[config.mk]
export PLATFORM = sky130hd
export DESIGN_NAME = tvg_div_cell
export DESIGN_NICKNAME = d
export VERILOG_FILES = /design/src/hw/rtl/torus_vertex_generator_macros.svh /design/src/hw/rtl/tvg_pkg.sv /design/src/hw/rtl/tvg_div_cell.sv
export SDC_FILE = /design/constraint.sdc
export NUM_CORES = 1
export LEC_CHECK = 0
export CORE_MARGIN = 2
export CORE_UTILIZATION = 57
export CTS_CLUSTER_SIZE = 24
export DETAILED_ROUTE_END_ITERATION = 10
export DONT_BUFFER_PORTS = 1
export HOLD_SLACK_MARGIN = 0.02
export PLACE_DENSITY = 0.75
export SYNTH_ARGS = -nofsm -noshare
export SYNTH_HDL_FRONTEND = slang
export SYNTH_SLANG_ARGS = --single-unit
export TNS_END_PERCENT = 1
[constraint.sdc]
create_clock -name i_clk -period 3.3 [get_ports i_clk]
set_clock_uncertainty 0.05 [all_clocks]
set_input_delay 0.33 -clock i_clk [delete_from_list [all_inputs] [get_ports i_clk]]
set_output_delay 0.33 -clock i_clk [all_outputs]
set_load 0.01 [all_outputs]
[src/hw/rtl/torus_vertex_generator_macros.svh]
// assertion macros for the torus vertex generator
// used by the top level only, no other dependencies
`ifndef TORUS_VERTEX_GENERATOR_MACROS_SVH
`define TORUS_VERTEX_GENERATOR_MACROS_SVH
`ifndef SYNTH
`define TVG_ASSERT_IMP(lbl, clk, rst_n, ante, cons, msg) \
    lbl: assert property (@(posedge clk) disable iff (!rst_n) (ante) |-> (cons)) \
        else $error(msg);
`define TVG_ASSERT_NXT(lbl, clk, rst_n, ante, cons, msg) \
    lbl: assert property (@(posedge clk) disable iff (!rst_n) (ante) |=> (cons)) \
        else $error(msg);
`else
`define TVG_ASSERT_IMP(lbl, clk, rst_n, ante, cons, msg)
`define TVG_ASSERT_NXT(lbl, clk, rst_n, ante, cons, msg)
`endif
`endif

[src/hw/rtl/tvg_pkg.sv]
// shared types, constants and helper functions of the torus vertex generator
// no dependencies
package tvg_pkg;

    localparam int IDX_W      = 13;
    localparam int RAD_W      = 16;
    localparam int STEP_REG_W = 13;
    localparam int POS_W      = 18;
    localparam int NRM_W      = 16;
    localparam int TEX_W      = 17;
    localparam int CFG_IDX_W  = 2;
    localparam int CFG_DATA_W = 16;
    localparam int QUO_W      = 24;
    localparam int CW         = 33;
    localparam int TAB_LEN    = 24;

    localparam int DEF_MAX_STEPS     = 4096;
    localparam int DEF_CORDIC_STAGES = 16;

    localparam logic [CFG_IDX_W-1:0] CFG_MAJOR_RADIUS = 2'd0;
    localparam logic [CFG_IDX_W-1:0] CFG_MINOR_RADIUS = 2'd1;
    localparam logic [CFG_IDX_W-1:0] CFG_MAJOR_STEPS  = 2'd2;
    localparam logic [CFG_IDX_W-1:0] CFG_MINOR_STEPS  = 2'd3;

    localparam logic [RAD_W-1:0]      RST_MAJOR_RADIUS = 16'd256;
    localparam logic [RAD_W-1:0]      RST_MINOR_RADIUS = 16'd64;
    localparam logic [STEP_REG_W-1:0] RST_MAJOR_STEPS  = 13'd32;
    localparam logic [STEP_REG_W-1:0] RST_MINOR_STEPS  = 13'd16;

    localparam logic [TEX_W-1:0] TEX_ONE = 17'd65536;

    localparam logic [1:0] QUAD_0 = 2'd0;
    localparam logic [1:0] QUAD_1 = 2'd1;
    localparam logic [1:0] QUAD_2 = 2'd2;
    localparam logic [1:0] QUAD_3 = 2'd3;

    typedef logic signed [CW-1:0]    t_cw;
    typedef logic signed [NRM_W-1:0] t_q14;
    typedef logic signed [POS_W-1:0] t_pos;
    typedef logic [TEX_W-1:0]        t_tex;

    typedef struct packed {
        t_cw x;
        t_cw y;
        t_cw z;
    } t_rot;

    // cordic start vector, gain 0.6072529350 in q1.30
    localparam t_cw GAIN_Q30 = 33'sd652032874;

    // atan(2^-i) as a fraction of a full turn, q0.32
    function automatic logic [31:0] atan_turn(input int i);
        logic [31:0] v;
        unique case (i)
            0:  v = 32'd536870912;
            1:  v = 32'd316933406;
            2:  v = 32'd167458907;
            3:  v = 32'd85004756;
            4:  v = 32'd42667331;
            5:  v = 32'd21354465;
            6:  v = 32'd10679838;
            7:  v = 32'd5340245;
            8:  v = 32'd2670163;
            9:  v = 32'd1335087;
            10: v = 32'd667544;
            11: v = 32'd333772;
            12: v = 32'd166886;
            13: v = 32'd83443;
            14: v = 32'd41722;
            15: v = 32'd20861;
            16: v = 32'd10430;
            17: v = 32'd5215;
            18: v = 32'd2608;
            19: v = 32'd1304;
            20: v = 32'd652;
            21: v = 32'd326;
            22: v = 32'd163;
            23: v = 32'd81;
            default: v = 32'd0;
        endcase
        return v;
    endfunction

    function automatic t_q14 sat_q14(input logic signed [35:0] v);
        if (v < -36'sd16384) begin
            return -16'sd16384;
        end
        if (v > 36'sd16384) begin
            return 16'sd16384;
        end
        return t_q14'(v[NRM_W-1:0]);
    endfunction

    function automatic t_pos sat_pos(input logic signed [35:0] v);
        if (v < -36'sd131072) begin
            return -18'sd131072;
        end
        if (v > 36'sd131071) begin
            return 18'sd131071;
        end
        return t_pos'(v[POS_W-1:0]);
    endfunction

    // q1.30 to q1.14, round to nearest, saturate
    function automatic t_q14 q14_from_q30(input t_cw v);
        logic signed [CW:0] s;
        s = (CW+1)'(v) + ((CW+1)'(1) <<< 15);
        return sat_q14(36'(s >>> 16));
    endfunction

endpackage

[src/hw/rtl/tvg_div_cell.sv]
// one restoring division step for two lanes, registered, with sideband
// depends on tvg_pkg
module tvg_div_cell import tvg_pkg::*; #(
    parameter int DW = 14,
    parameter int PW = 3
) (
    input  logic                       i_clk,
    input  logic                       i_rst_n,
    input  logic                       i_valid,
    output logic                       o_ready,
    input  logic [1:0][DW-1:0]         i_rem,
    input  logic [1:0][DW-1:0]         i_den,
    input  logic [1:0][QUO_W-1:0]      i_quo,
    input  logic [PW-1:0]              i_side,
    output logic                       o_valid,
    input  logic                       i_ready,
    output logic [1:0][DW-1:0]         o_rem,
    output logic [1:0][DW-1:0]         o_den,
    output logic [1:0][QUO_W-1:0]      o_quo,
    output logic [PW-1:0]              o_side
);
    logic                  r_valid;
    logic [1:0][DW-1:0]    r_rem, n_rem;
    logic [1:0][DW-1:0]    r_den;
    logic [1:0][QUO_W-1:0] r_quo, n_quo;
    logic [PW-1:0]         r_side;

    always_comb begin
        logic [DW:0] v_trial;
        logic        v_ge;
        for (int k = 0; k < 2; k++) begin
            v_trial  = {i_rem[k], 1'b0};
            v_ge     = (v_trial >= {1'b0, i_den[k]});
            n_rem[k] = v_ge ? DW'(v_trial - {1'b0, i_den[k]}) : DW'(v_trial);
            n_quo[k] = {i_quo[k][QUO_W-2:0], v_ge};
        end
    end

    assign o_ready = !r_valid || i_ready;

    always_ff @(posedge i_clk) begin
        if (!i_rst_n) begin
            r_valid <= 1'b0;
        end else if (o_ready) begin
            r_valid <= i_valid;
        end
    end

    always_ff @(posedge i_clk) begin
        if (i_valid && o_ready) begin
            r_rem  <= n_rem;
            r_den  <= i_den;
            r_quo  <= n_quo;
            r_side <= i_side;
        end
    end

    assign o_valid = r_valid;
    assign o_rem   = r_rem;
    assign o_den   = r_den;
    assign o_quo   = r_quo;
    assign o_side  = r_side;
endmodule

Word level (Yosys, flattened, before mapping)
Index checks and enable logic that the tools add are counted.
{ "op_classes": {"n_addsub": 2, "magnitude_cmp": 2, "n_mux": 2, "n_reduce_logical": 3} }
{ "ops": {"columns": ["cell", "count"], "rows": [
  ["$ge 15x14->1", 2],
  ["$mux 14", 2],
  ["$sub 14x14->14", 2],
  ["$logic_and 1x1->1", 1],
  ["$logic_not 1->1", 1],
  ["$logic_or 1x1->1", 1]
]} }
{ "totals": {"regBits": 108, "inputBits": 111, "out_inout_bits": 109} }

Logic depth before layout (Yosys ltp)
{ "logic_depth": {"depth_word": 3, "mapped_depth": 11, "ltp_nobuf": 9} }

Worst setup path before layout
OpenSTA, ideal clock, no wires.
{ "synth_path": {"kind": "input to register", "from": "input i_ready", "to": "register r_den, in the netlist o_den[0] (enable)", "setup_ns": 0.479, "t_arrival_ns": 3.012, "t_required_ns": 2.771, "path_slack_ns": -0.240, "cell_stages": 2, "n_path_buf": 0, "cell_sequence": "nand2b_1 and2_1"} }
{ "synth_between": {"elab_chain_len": 2} }
{ "synth_lines": {"columns": ["element", "line", "source"], "rows": [
  ["start: declaration", "tvg_div_cell.sv:16", "input logic i_ready,"],
  ["$logic_or 1x1->1", "tvg_div_cell.sv:39", "assign o_ready = !r_valid || i_ready;"],
  ["$logic_and 1x1->1", "tvg_div_cell.sv:50", "if (i_valid && o_ready) begin"],
  ["end signal: assignment", "tvg_div_cell.sv:52", "r_den <= i_den;"],
  ["end: declaration", "tvg_div_cell.sv:24", "logic [1:0][DW-1:0] r_den;"]
]} }
Every way passes these cells.
A chain may end at the register's enable or synchronous reset.

==> results_dict.tcl <==
set metrics [dict create \
    post-route-period-util 0.7302 \
    p_int_w 0.002186 \
    numCtsBuffers 9 \
    worstPathMaxFanout 19 \
    drive_gt1_frac 0.1028 \
    syn_area_per_cell_um2 14.03 \
    r2r_end "o_quo[6]$_DFFE_PP_" \
    fmax_mhz 415.0 \
    multiInputGateArea_mm2 0.001732 \
    dieArea_mm2 0.009807 \
    startpoint "i_den[6]" \
    dr.pass1.iters 4 \
    status "finished, final reports clean" \
    setup_viol 0 \
    clock_sinks 108 \
    switchingPower_w 0.0008018 \
    postRouteAntennaNets 0 \
    cp.required_ns 3.37 \
    hold_start "i_rst_n" \
    vias_per_cell 5.742 \
    cts_root_buf "clkbuf_8" \
    min_path_cells 1 \
    drtIter0Drc 58 \
    setup_ws_ns 0.8902 \
    grt_pass1_vias 3142 \
    maxCapViolations 0 \
    post-cts-setup-buffer-count 0 \
    cts-hold-fix-buffers 77 \
    finalNetCount 593 \
    synth_edf_count 107 \
    irDropWorstVdd_mv 0.3018 \
    cts_tree "done" \
    wl_met3_um 964 \
    synth_fp_nets 508 \
    arrival_ns 2.48 \
    rows 34 \
    ys_ff_latch 108 \
    gr-total-overflow 0 \
    fp.dieH_um 99.03 \
    syn_inst 367 \
    cts.clk_slew.worst_paths_ns 0.11 \
    power_frac_seq 0.583 \
    antenna-diode-count 0 \
    switching_share 0.2684 \
    synth_largest_area_cell "edfxtp_1" \
    total_power_w 0.002987 \
    grt.total_usage 0.2172 \
    cts_resized 0 \
    worstRegToRegCells 3 \
    grt_setup_unrepaired "no" \
    clk_path_buf_depth 2 \
    clockPowerShare 0.254 \
    dp_worst_setup_slack_ns 0.4972 \
    reg2reg_from "o_valid$_SDFFE_PN0N_" \
    async_flop_share 0 \
    yosys_warnings 0 \
    gp_congestion 0.8309 \
    yosysTopAreaCellShare 0.6242 \
    start_util 0.5902 \
    drc_errors 0 \
    hp-class "primary input to register" \
    yosysMostFrequentCell "edfxtp_1" \
    cellLeakagePower_nw 2.372 \
    min_to "o_valid$_SDFFE_PN0N_" \
    ys.flop_type "edfxtp_1" \
    num_io_pins 220 \
    synthTopCellsByCount "edfxtp_1, inv_1, ha_1" \
    finalMaxSlewViolations 0 \
    fin_crit_ns 2.410 \
    grt_first_pass_wirelength_mm 16.26 \
    wl_met2_mm 6.018 \
    reg2reg_slack_ns 1.37 \
    dp_hpwl_mm 7.521 \
    worst_pin_slew_ns 0.8586 \
    synth_seq_area_share 0.6281 \
    ctsHtreeMaxLevel 3 \
    syn2layout_area_growth_pct 20.71 \
    synth_area_mm2 0.005147 \
    core_region_area_mm2 0.008721 \
    final-hold-violation-count 0 \
    num_vias 3244 \
    grt_antenna_before_repair 0 \
    crit_type "primary input to register" \
    synth_area_leaders "edfxtp_1, ha_1, mux2_2, inv_1, a21oi_1" \
    setup_tns_ns 0 \
    comb_power_share 0.163 \
    maxSlewHeadroom 0.4276 \
    fillers 596 \
    start_kind "primary input" \
    wl_mm 11.24 \
    seq_area_mm2 0.003233 \
    p_per_area_mw_per_mm2 480.8 \
    grt_max_degree 63 \
    critical_path.endpoint_type "register" \
    drt-met1-wl_mm 4.091 \
    wl_per_cell_um 19.89 \
    synth_cell_type_count 61 \
    die_width_um 99.03 \
    clk_latency_ns 0.36 \
    numPortBuffers 0 \
    top_layer "met4" \
]
[routing by layer]
layer  vias to the layer above  global-route usage
li1                       1546                   -
met1                      1537              0.2357
met2                       148              0.4023
met3                        13             0.07021
met4                         0             0.06428
met5                         -                   0
[flip-flops by register name, indices dropped and copies added (netlist names)]
| register | flops |
|---|---|
| o_den | 28 |
| o_quo | 48 |
| o_rem | 28 |
| o_side | 3 |
| o_valid | 1 |
[placed cells by master (no fill, tap or decap), types with 6 or more instances in the layout]
| cell type | n |
|---|---|
| xor2_1 | 10 |
| nand2_1 | 9 |
| edfxtp_1 | 107 |
| nor3_1 | 6 |
| a21oi_1 | 24 |
| inv_1 | 34 |
| xnor2_1 | 8 |
| o21ai_0 | 8 |
| nor2_1 | 22 |
| ha_1 | 28 |
| clkbuf_8 | 9 |
| nand3_1 | 7 |
| mux2_2 | 12 |
| dlygate4sd3_1 | 77 |
[power groups by stage]
stage / combinational (W) / sequential [W] / clock, W
2_1_floorplan: 0.000347 / 0.00176 / 0
4_1_cts: 0.000484 / 0.00174 / 0.000772
6_report: 0.000488 / 0.00174 / 0.000757
3_5_place_dp: 0.000407 / 0.00177 / 0
3_3_place_gp: 0.000396 / 0.00177 / 0
5_1_grt: 0.000537 / 0.00175 / 0.000818
[through the flow]
step | cells | hold WS, ns | instance area (µm²) | utilization
2_1_floorplan | 367 | 0.3789 | 5149 | -
3_3_place_gp | 472 | 0.3789 | 5255 | 0.6026
3_5_place_dp | 472 | 0.3789 | 5255 | 0.6026
4_1_cts | 565 | 0.03708 | 6213 | 0.7125
5_1_grt | 565 | 0.05666 | 6213 | 0.7125
6_report | 565 | 0.06898 | 6213 | 0.7125
[cells by family (layout without fill, tap and decap cells)]
group | after synthesis | in the layout | synth area share
fa+ha+maj | 30 | 30 | 0.07584
xor+xnor | 18 | 18 | 0.03063
buf+inv | 39 | 129 | 0.03597
mux | 18 | 18 | 0.04278
compound gates | 73 | 73 | 0.09869
flops | 108 | 108 | 0.6281
simple gates | 81 | 81 | 0.08799
[worst max path at each step]
stage / endpoint / slack (ns) / depth (start not counted)
6_report: o_rem[9]$_DFFE_PP_ / 0.89 / 7
5_1_grt: o_rem[6]$_DFFE_PP_ / 0.66 / 7
4_1_cts: o_rem[6]$_DFFE_PP_ / 0.90 / 7
3_5_place_dp: o_rem[6]$_DFFE_PP_ / 0.50 / 7
3_3_place_gp: o_rem[12]$_DFFE_PP_ / 0.55 / 7
2_1_floorplan: o_rem[21]$_DFFE_PP_ / 0.82 / 10
[layout make-up]
cell class / count / share of cell area
multi-input cells: 220 / 0.2787
clock buffers: 10 / 0.02054
repair buffers: 79 / 0.1285
well taps: 108 / 0.02175
flip-flops and latches: 108 / 0.5203
clock inverters: 6 / 0.009666
inverters: 34 / 0.02054
[critical path, cell delays in order]
cell	delay (ns)
inv_1	0.02
ha_1	0.35
nand3_1	0.16
a2111oi_2	0.31
a211oi_1	0.16
o31ai_4	0.73
mux2_2	0.42
(Power assumes the default switching activity.)
