==> src/hw/rtl/torus_vertex_generator_macros.svh <==
// assertion macros for the torus vertex generator
// used by the top level only, no other dependencies
`ifndef TORUS_VERTEX_GENERATOR_MACROS_SVH
`define TORUS_VERTEX_GENERATOR_MACROS_SVH
`ifndef SYNTH
`define TVG_ASSERT_IMP(lbl, clk, rst_n, ante, cons, msg) \
    lbl: assert property (@(posedge clk) disable iff (!rst_n) (ante) |-> (cons)) \
        else $error(msg);
`define TVG_ASSERT_NXT(lbl, clk, rst_n, ante, cons, msg) \
    lbl: assert property (@(posedge clk) disable iff (!rst_n) (ante) |=> (cons)) \
        else $error(msg);
`else
`define TVG_ASSERT_IMP(lbl, clk, rst_n, ante, cons, msg)
`define TVG_ASSERT_NXT(lbl, clk, rst_n, ante, cons, msg)
`endif
`endif

==> src/hw/rtl/tvg_pkg.sv <==
// shared types, constants and helper functions of the torus vertex generator
// no dependencies
package tvg_pkg;

    localparam int IDX_W      = 13;
    localparam int RAD_W      = 16;
    localparam int STEP_REG_W = 13;
    localparam int POS_W      = 18;
    localparam int NRM_W      = 16;
    localparam int TEX_W      = 17;
    localparam int CFG_IDX_W  = 2;
    localparam int CFG_DATA_W = 16;
    localparam int QUO_W      = 24;
    localparam int CW         = 33;
    localparam int TAB_LEN    = 24;

    localparam int DEF_MAX_STEPS     = 4096;
    localparam int DEF_CORDIC_STAGES = 16;

    localparam logic [CFG_IDX_W-1:0] CFG_MAJOR_RADIUS = 2'd0;
    localparam logic [CFG_IDX_W-1:0] CFG_MINOR_RADIUS = 2'd1;
    localparam logic [CFG_IDX_W-1:0] CFG_MAJOR_STEPS  = 2'd2;
    localparam logic [CFG_IDX_W-1:0] CFG_MINOR_STEPS  = 2'd3;

    localparam logic [RAD_W-1:0]      RST_MAJOR_RADIUS = 16'd256;
    localparam logic [RAD_W-1:0]      RST_MINOR_RADIUS = 16'd64;
    localparam logic [STEP_REG_W-1:0] RST_MAJOR_STEPS  = 13'd32;
    localparam logic [STEP_REG_W-1:0] RST_MINOR_STEPS  = 13'd16;

    localparam logic [TEX_W-1:0] TEX_ONE = 17'd65536;

    localparam logic [1:0] QUAD_0 = 2'd0;
    localparam logic [1:0] QUAD_1 = 2'd1;
    localparam logic [1:0] QUAD_2 = 2'd2;
    localparam logic [1:0] QUAD_3 = 2'd3;

    typedef logic signed [CW-1:0]    t_cw;
    typedef logic signed [NRM_W-1:0] t_q14;
    typedef logic signed [POS_W-1:0] t_pos;
    typedef logic [TEX_W-1:0]        t_tex;

    typedef struct packed {
        t_cw x;
        t_cw y;
        t_cw z;
    } t_rot;

    // cordic start vector, gain 0.6072529350 in q1.30
    localparam t_cw GAIN_Q30 = 33'sd652032874;

    // atan(2^-i) as a fraction of a full turn, q0.32
    function automatic logic [31:0] atan_turn(input int i);
        logic [31:0] v;
        unique case (i)
            0:  v = 32'd536870912;
            1:  v = 32'd316933406;
            2:  v = 32'd167458907;
            3:  v = 32'd85004756;
            4:  v = 32'd42667331;
            5:  v = 32'd21354465;
            6:  v = 32'd10679838;
            7:  v = 32'd5340245;
            8:  v = 32'd2670163;
            9:  v = 32'd1335087;
            10: v = 32'd667544;
            11: v = 32'd333772;
            12: v = 32'd166886;
            13: v = 32'd83443;
            14: v = 32'd41722;
            15: v = 32'd20861;
            16: v = 32'd10430;
            17: v = 32'd5215;
            18: v = 32'd2608;
            19: v = 32'd1304;
            20: v = 32'd652;
            21: v = 32'd326;
            22: v = 32'd163;
            23: v = 32'd81;
            default: v = 32'd0;
        endcase
        return v;
    endfunction

    function automatic t_q14 sat_q14(input logic signed [35:0] v);
        if (v < -36'sd16384) begin
            return -16'sd16384;
        end
        if (v > 36'sd16384) begin
            return 16'sd16384;
        end
        return t_q14'(v[NRM_W-1:0]);
    endfunction

    function automatic t_pos sat_pos(input logic signed [35:0] v);
        if (v < -36'sd131072) begin
            return -18'sd131072;
        end
        if (v > 36'sd131071) begin
            return 18'sd131071;
        end
        return t_pos'(v[POS_W-1:0]);
    endfunction

    // q1.30 to q1.14, round to nearest, saturate
    function automatic t_q14 q14_from_q30(input t_cw v);
        logic signed [CW:0] s;
        s = (CW+1)'(v) + ((CW+1)'(1) <<< 15);
        return sat_q14(36'(s >>> 16));
    endfunction

endpackage

==> src/hw/rtl/tvg_cordic_cell.sv <==
// one cordic rotation stage for two lanes, registered, with sideband
// depends on tvg_pkg
module tvg_cordic_cell import tvg_pkg::*; #(
    parameter int STAGE = 0,
    parameter int PW    = 39
) (
    input  logic            i_clk,
    input  logic            i_rst_n,
    input  logic            i_valid,
    output logic            o_ready,
    input  t_rot [1:0]      i_rot,
    input  logic [PW-1:0]   i_side,
    output logic            o_valid,
    input  logic            i_ready,
    output t_rot [1:0]      o_rot,
    output logic [PW-1:0]   o_side
);
    localparam t_cw ATAN = t_cw'({1'b0, atan_turn(STAGE)});

    logic          r_valid;
    t_rot [1:0]    r_rot, n_rot;
    logic [PW-1:0] r_side;

    always_comb begin
        t_cw v_dx;
        t_cw v_dy;
        for (int k = 0; k < 2; k++) begin
            v_dx = i_rot[k].y >>> STAGE;
            v_dy = i_rot[k].x >>> STAGE;
            if (!i_rot[k].z[CW-1]) begin
                n_rot[k].x = i_rot[k].x - v_dx;
                n_rot[k].y = i_rot[k].y + v_dy;
                n_rot[k].z = i_rot[k].z - ATAN;
            end else begin
                n_rot[k].x = i_rot[k].x + v_dx;
                n_rot[k].y = i_rot[k].y - v_dy;
                n_rot[k].z = i_rot[k].z + ATAN;
            end
        end
    end

    assign o_ready = !r_valid || i_ready;

    always_ff @(posedge i_clk) begin
        if (!i_rst_n) begin
            r_valid <= 1'b0;
        end else if (o_ready) begin
            r_valid <= i_valid;
        end
    end

    always_ff @(posedge i_clk) begin
        if (i_valid && o_ready) begin
            r_rot  <= n_rot;
            r_side <= i_side;
        end
    end

    assign o_valid = r_valid;
    assign o_rot   = r_rot;
    assign o_side  = r_side;
endmodule

==> config.mk <==
export PLATFORM = sky130hd
export DESIGN_NAME = tvg_cordic_cell
export DESIGN_NICKNAME = d
export VERILOG_FILES = /design/src/hw/rtl/torus_vertex_generator_macros.svh /design/src/hw/rtl/tvg_pkg.sv /design/src/hw/rtl/tvg_cordic_cell.sv
export SDC_FILE = /design/constraint.sdc
export NUM_CORES = 1
export LEC_CHECK = 0
export BUFFER_PORTS_ARGS = -buffer_cell sky130_fd_sc_hd__buf_2
export CAP_MARGIN = 20
export CELL_PAD_IN_SITES_DETAIL_PLACEMENT = 1
export CELL_PAD_IN_SITES_GLOBAL_PLACEMENT = 2
export CORE_UTILIZATION = 35
export DETAILED_ROUTE_END_ITERATION = 12
export PLACE_DENSITY_LB_ADDON = 0.1
export SLEW_MARGIN = 20
export SYNTH_ARGS = -nofsm -noshare
export SYNTH_HDL_FRONTEND = slang
export SYNTH_SLANG_ARGS = --single-unit
==> constraint.sdc <==
create_clock -name i_clk -period 12.9 [get_ports i_clk]
set_input_delay 2.58 -clock i_clk [delete_from_list [all_inputs] [get_ports i_clk]]
set_output_delay 2.58 -clock i_clk [all_outputs]
set_load 0.1 [all_outputs]
# ---- Word level (Yosys, flattened, before mapping)
# Index checks and enable logic that the tools add are counted.
dict set report totals {
  regBits 238
  inputBits 241
  word_cells 23
}
dict set report classes {
  n_addsub 10
  muxes 2
  reduce_logical 3
}
# op count
set op_table {}
lappend op_table {{$mux 99} 2}
lappend op_table {{$sub 33x33->33} 4}
lappend op_table {{$add 33x31->33 const B} 2}
lappend op_table {{$add 33x33->33} 2}
lappend op_table {{$sub 33x31->33 const B} 2}
lappend op_table {{$logic_and 1x1->1} 1}
lappend op_table {{$logic_not 1->1} 1}
lappend op_table {{$logic_or 1x1->1} 1}

# ---- Logic depth before layout (Yosys ltp)
dict set report depth {
  ltp_word 3
  ltp_mapped 12
  depth_no_buf 12
}

# ---- Worst setup path before layout
# OpenSTA, ideal clock, no wires.
dict set report synth_path {
  kind {in2reg}
  start {input port i_ready}
  end {register r_rot, in the netlist o_rot[0] (enable)}
  setup_time_ns 0.623
  arrival_ns 8.817
  t_required_ns 12.277
  slack_ns 3.460
  path_stages 2
  path_cell_list {nand2b_1 and2_1}
}
dict set report synth_via {
  elab_chain_len 2
}
# element line
set synth_rtl {}
lappend synth_rtl {{start: declaration} tvg_cordic_cell.sv:14} ;# input logic i_ready,
lappend synth_rtl {{$logic_or 1x1->1} tvg_cordic_cell.sv:42} ;# assign o_ready = !r_valid || i_ready;
lappend synth_rtl {{$logic_and 1x1->1} tvg_cordic_cell.sv:53} ;# if (i_valid && o_ready) begin
lappend synth_rtl {{end signal: assignment} tvg_cordic_cell.sv:54} ;# r_rot <= n_rot;
lappend synth_rtl {{end: declaration} tvg_cordic_cell.sv:21} ;# t_rot [1:0] r_rot, n_rot;
# No other way between the ends.
# A chain may end at the register's enable or synchronous reset.

# ---- Worst setup path in the final report
dict set report layout_path {
  start {input port i_ready}
  end {output port o_ready}
}
dict set report layout_via {
  elab_chain_len 1
}
# element line
set layout_rtl {}
lappend layout_rtl {{$logic_or 1x1->1} tvg_cordic_cell.sv:42}
lappend layout_rtl {{end: declaration} tvg_cordic_cell.sv:10} ;# output logic o_ready,
# No other way between the ends.

==> impl_metrics.toml <==
[status]
outcome = "completed"

[timing]
clock_skew_ns = 0.03031
maxSlewHeadroom = 0.3242
fin_tns_setup_ns = 0
final.min_clock_period_ns = 5.817
tightest_slew_ns = 1.014
drv_slew = 0
timing.fmax_ghz = 0.1719
finalHoldViolations = 0
rsz0062_at_grt = "no"
fin_ws_ns = 7.083
post-route-period-util = 0.4510
setup_viol = 0

[power]
power.leakage_nw = 9.988
p_int_mw = 1.776
seqPwrFrac = 0.311
swShare = 0.4416
pwr-share-clk = 0.275
net-switching-power_mw = 1.405
peakVddDrop_uv = 88.49
power_density_mw_per_mm2 = 142.2
power_frac_comb = 0.415

[grt]
grt_usage = 0.2614
antenna_found_initial = 15
grt_pass1_wl_um = 107300
grt_pass1_vias = 17290
grt-ovfl-total = 0
grt_max_degree = 74

[setup_path]
start_kind = "input pin"
cp.required_ns = 10.32
r2r_slack_ns = 9.85
cp_common_cell = "buf_2"
max_stage_delay_ns = 0.45
slowest_stage = "buf_2"
worstPathCellList = "buf_2, nand2b_1, buf_2"
crit_arrival_ns = 3.24
path_class = "input pin to primary output"
cp-end-kind = "primary output"
crit_fanout = 3

[clock_network]
clock_sinks = 236
numCtsBuffers = 30
postCtsResizedCells = 0
ctsHoldBuffers = 0
clk_pin_slew_ns = 0.06
cts_tree = "built"
cts_root_buf = "clkbuf_16"
clock_path_buffers = 3
htree_levels = 1
postCtsSetupBuffers = 0
clk_latency_ns = 0.61

[synth]
ys_types = 79
ys_top_cells_by_count = "edfxtp_1, a21oi_1, inv_1"
synthSimpleGateAreaFrac = 0.1162
synth-main-ff-cell = "edfxtp_1"
synth_top_area_frac = 0.3838
yosys.area_share.adder = 0.1421
syn_inst = 1961
synth_edf_count = 235
syn_area_mm2 = 0.01839
ys_seq_area_frac = 0.3849
synth_area_per_cell_um2 = 9.376
synth_nets = 2406
synthMuxAreaShare = 0.01096
synth_top_family_by_area = "compound AO/OA/AOI/OAI gates"
yosys-top-cells-area = "edfxtp_1, ha_1, a21oi_1"
synth.most_common_cell = "edfxtp_1"
synth_compound_area_frac = 0.2242
synth_top_area_cell = "edfxtp_1"
synthXorXnorAreaFrac = 0.06050
synthArstFlopShare = 0
synth_warnings = 0
synth_seq_cells = 236

[place]
dpl.hpwl_um = 58560
dp_worst_setup_slack_ns = 6.758
finalWeightedCongestion = 0.9241
portBuffers = 479
placed_area_mm2 = 0.02133

[detailed_routing]
drt_iter0_markers = 899
drc_errors = 0
via_count = 16660
routed_via_density = 5.377
wl_per_cell_um = 23.27
drtPass1Iterations = 5
wl_um = 72090
ant_nets = 0

[floorplanning]
die_w_um = 231.2
rows = 83
die_area_mm2 = 0.05345
die_h_um = 231.2
design.core.area_mm2 = 0.05161
ios = 480
start_util = 0.3562

[layout]
final_core_util = 0.4333
fin_area_mm2 = 0.02237
finalNetCount = 2834
drive_gt1_frac = 0.2313
syn_to_final_growth_pct = 21.64
fillerInstances = 6107

[job]
max_cap_viol_count = 0

[min_path]
hold_class = "flop to flop"
-- routing by layer --
layer / wire [um] / track usage / vias to the layer above / share of wire
met1: 31500 / 0.3358 / 8154 / 0.44
met3: 4350 / 0.04478 / 91 / 0.060
li1: - / - / 7896 / -
met5: 94 / 0 / - / 0.0013
met2: 34920 / 0.4567 / 503 / 0.48
met4: 1223 / 0.05588 / 14 / 0.017
-- cells by family (layout without fill, tap and decap cells) --
| group | Yosys count | count (layout) |
|---|---|---|
| AOI/OAI and AO/OA | 637 | 637 |
| other | 0 | 6 |
| xor gates and xnor gates | 127 | 127 |
| and+or+nand+nor | 442 | 442 |
| muxes | 20 | 20 |
| buffers and inverters | 295 | 746 |
| adders and majority gates | 204 | 204 |
| DFF | 236 | 236 |
-- registers in the layout (all words and copies together), names as in the netlist --
register	count
o_rot	196
o_side	39
o_valid	1
-- critical path: cells and delay by family --
kind	cells	cell delay [ns]
and+or+nand+nor	1	0.13
buffers and inverters	2	0.52
-- worst paths after layout --
path / startpoint / to / cells after the start
max: i_ready / o_ready / 3
min: o_valid$_SDFFE_PN0N_ / o_valid$_SDFFE_PN0N_ / 2
max reg2reg: o_valid$_SDFFE_PN0N_ / o_rot[134]$_DFFE_PP_ / 4
min reg2reg: o_valid$_SDFFE_PN0N_ / o_valid$_SDFFE_PN0N_ / 2
-- power by group through the flow --
stage          clock network [mW]  registers, mW  logic (mW)
6_report                    0.874          0.988        1.32
5_1_grt                     0.922          0.995        1.39
4_1_cts                     0.901          0.990        1.32
3_5_place_dp                    0           1.00        1.32
3_3_place_gp                    0           1.00        1.31
2_1_floorplan                   0           1.56       0.447
-- final cells by class --
class / instances / area, um^2 / area share
multi-input cells: 1430 / 10190 / 0.4554
flip-flops and latches: 236 / 7077 / 0.3164
repair buffers: 486 / 2450 / 0.1095
well taps: 680 / 850.8 / 0.03804
clock buffers: 44 / 833.3 / 0.03726
inverters: 205 / 769.5 / 0.03441
clock inverters: 11 / 183.9 / 0.008224
diodes: 6 / 15.01 / 0.0006713
-- cell usage in the layout (no fill, tap or decap), drive strengths merged, types with 6 or more instances in the layout --
cell,Yosys,layout
or3,7,7
and2,14,14
buf,24,486
a21oi,205,205
inv,203,203
nor2,138,138
clkinv,2,8
mux2i,19,19
nand4,21,21
nor2b,23,23
nor3,39,39
diode,0,6
a211oi,27,27
or2,8,8
o311ai,7,7
xor2,12,12
nand2b,17,17
clkbuf,66,44
o21a,19,19
a41oi,7,7
o21bai,40,40
a21o,53,53
xnor2,115,115
o211ai,20,20
a31oi,13,13
o31a,8,8
a21boi,11,11
o21ai,132,132
o22ai,7,7
o31ai,30,30
nand2,102,102
edfxtp,235,235
and3,11,11
fa,8,8
nand3b,16,16
nand3,25,25
nor4,9,9
ha,196,196
-- metrics by stage --
step,hold WS [ns],cells,power (mW)
4_1_cts,0.5562,3092,3.213
5_1_grt,0.5880,3095,3.308
6_report,0.5579,3098,3.181
3_3_place_gp,0.5214,3037,2.313
3_5_place_dp,0.5480,3037,2.321
2_1_floorplan,1.779,1961,2.009
No activity file was read; power rests on OpenSTA's default activity.
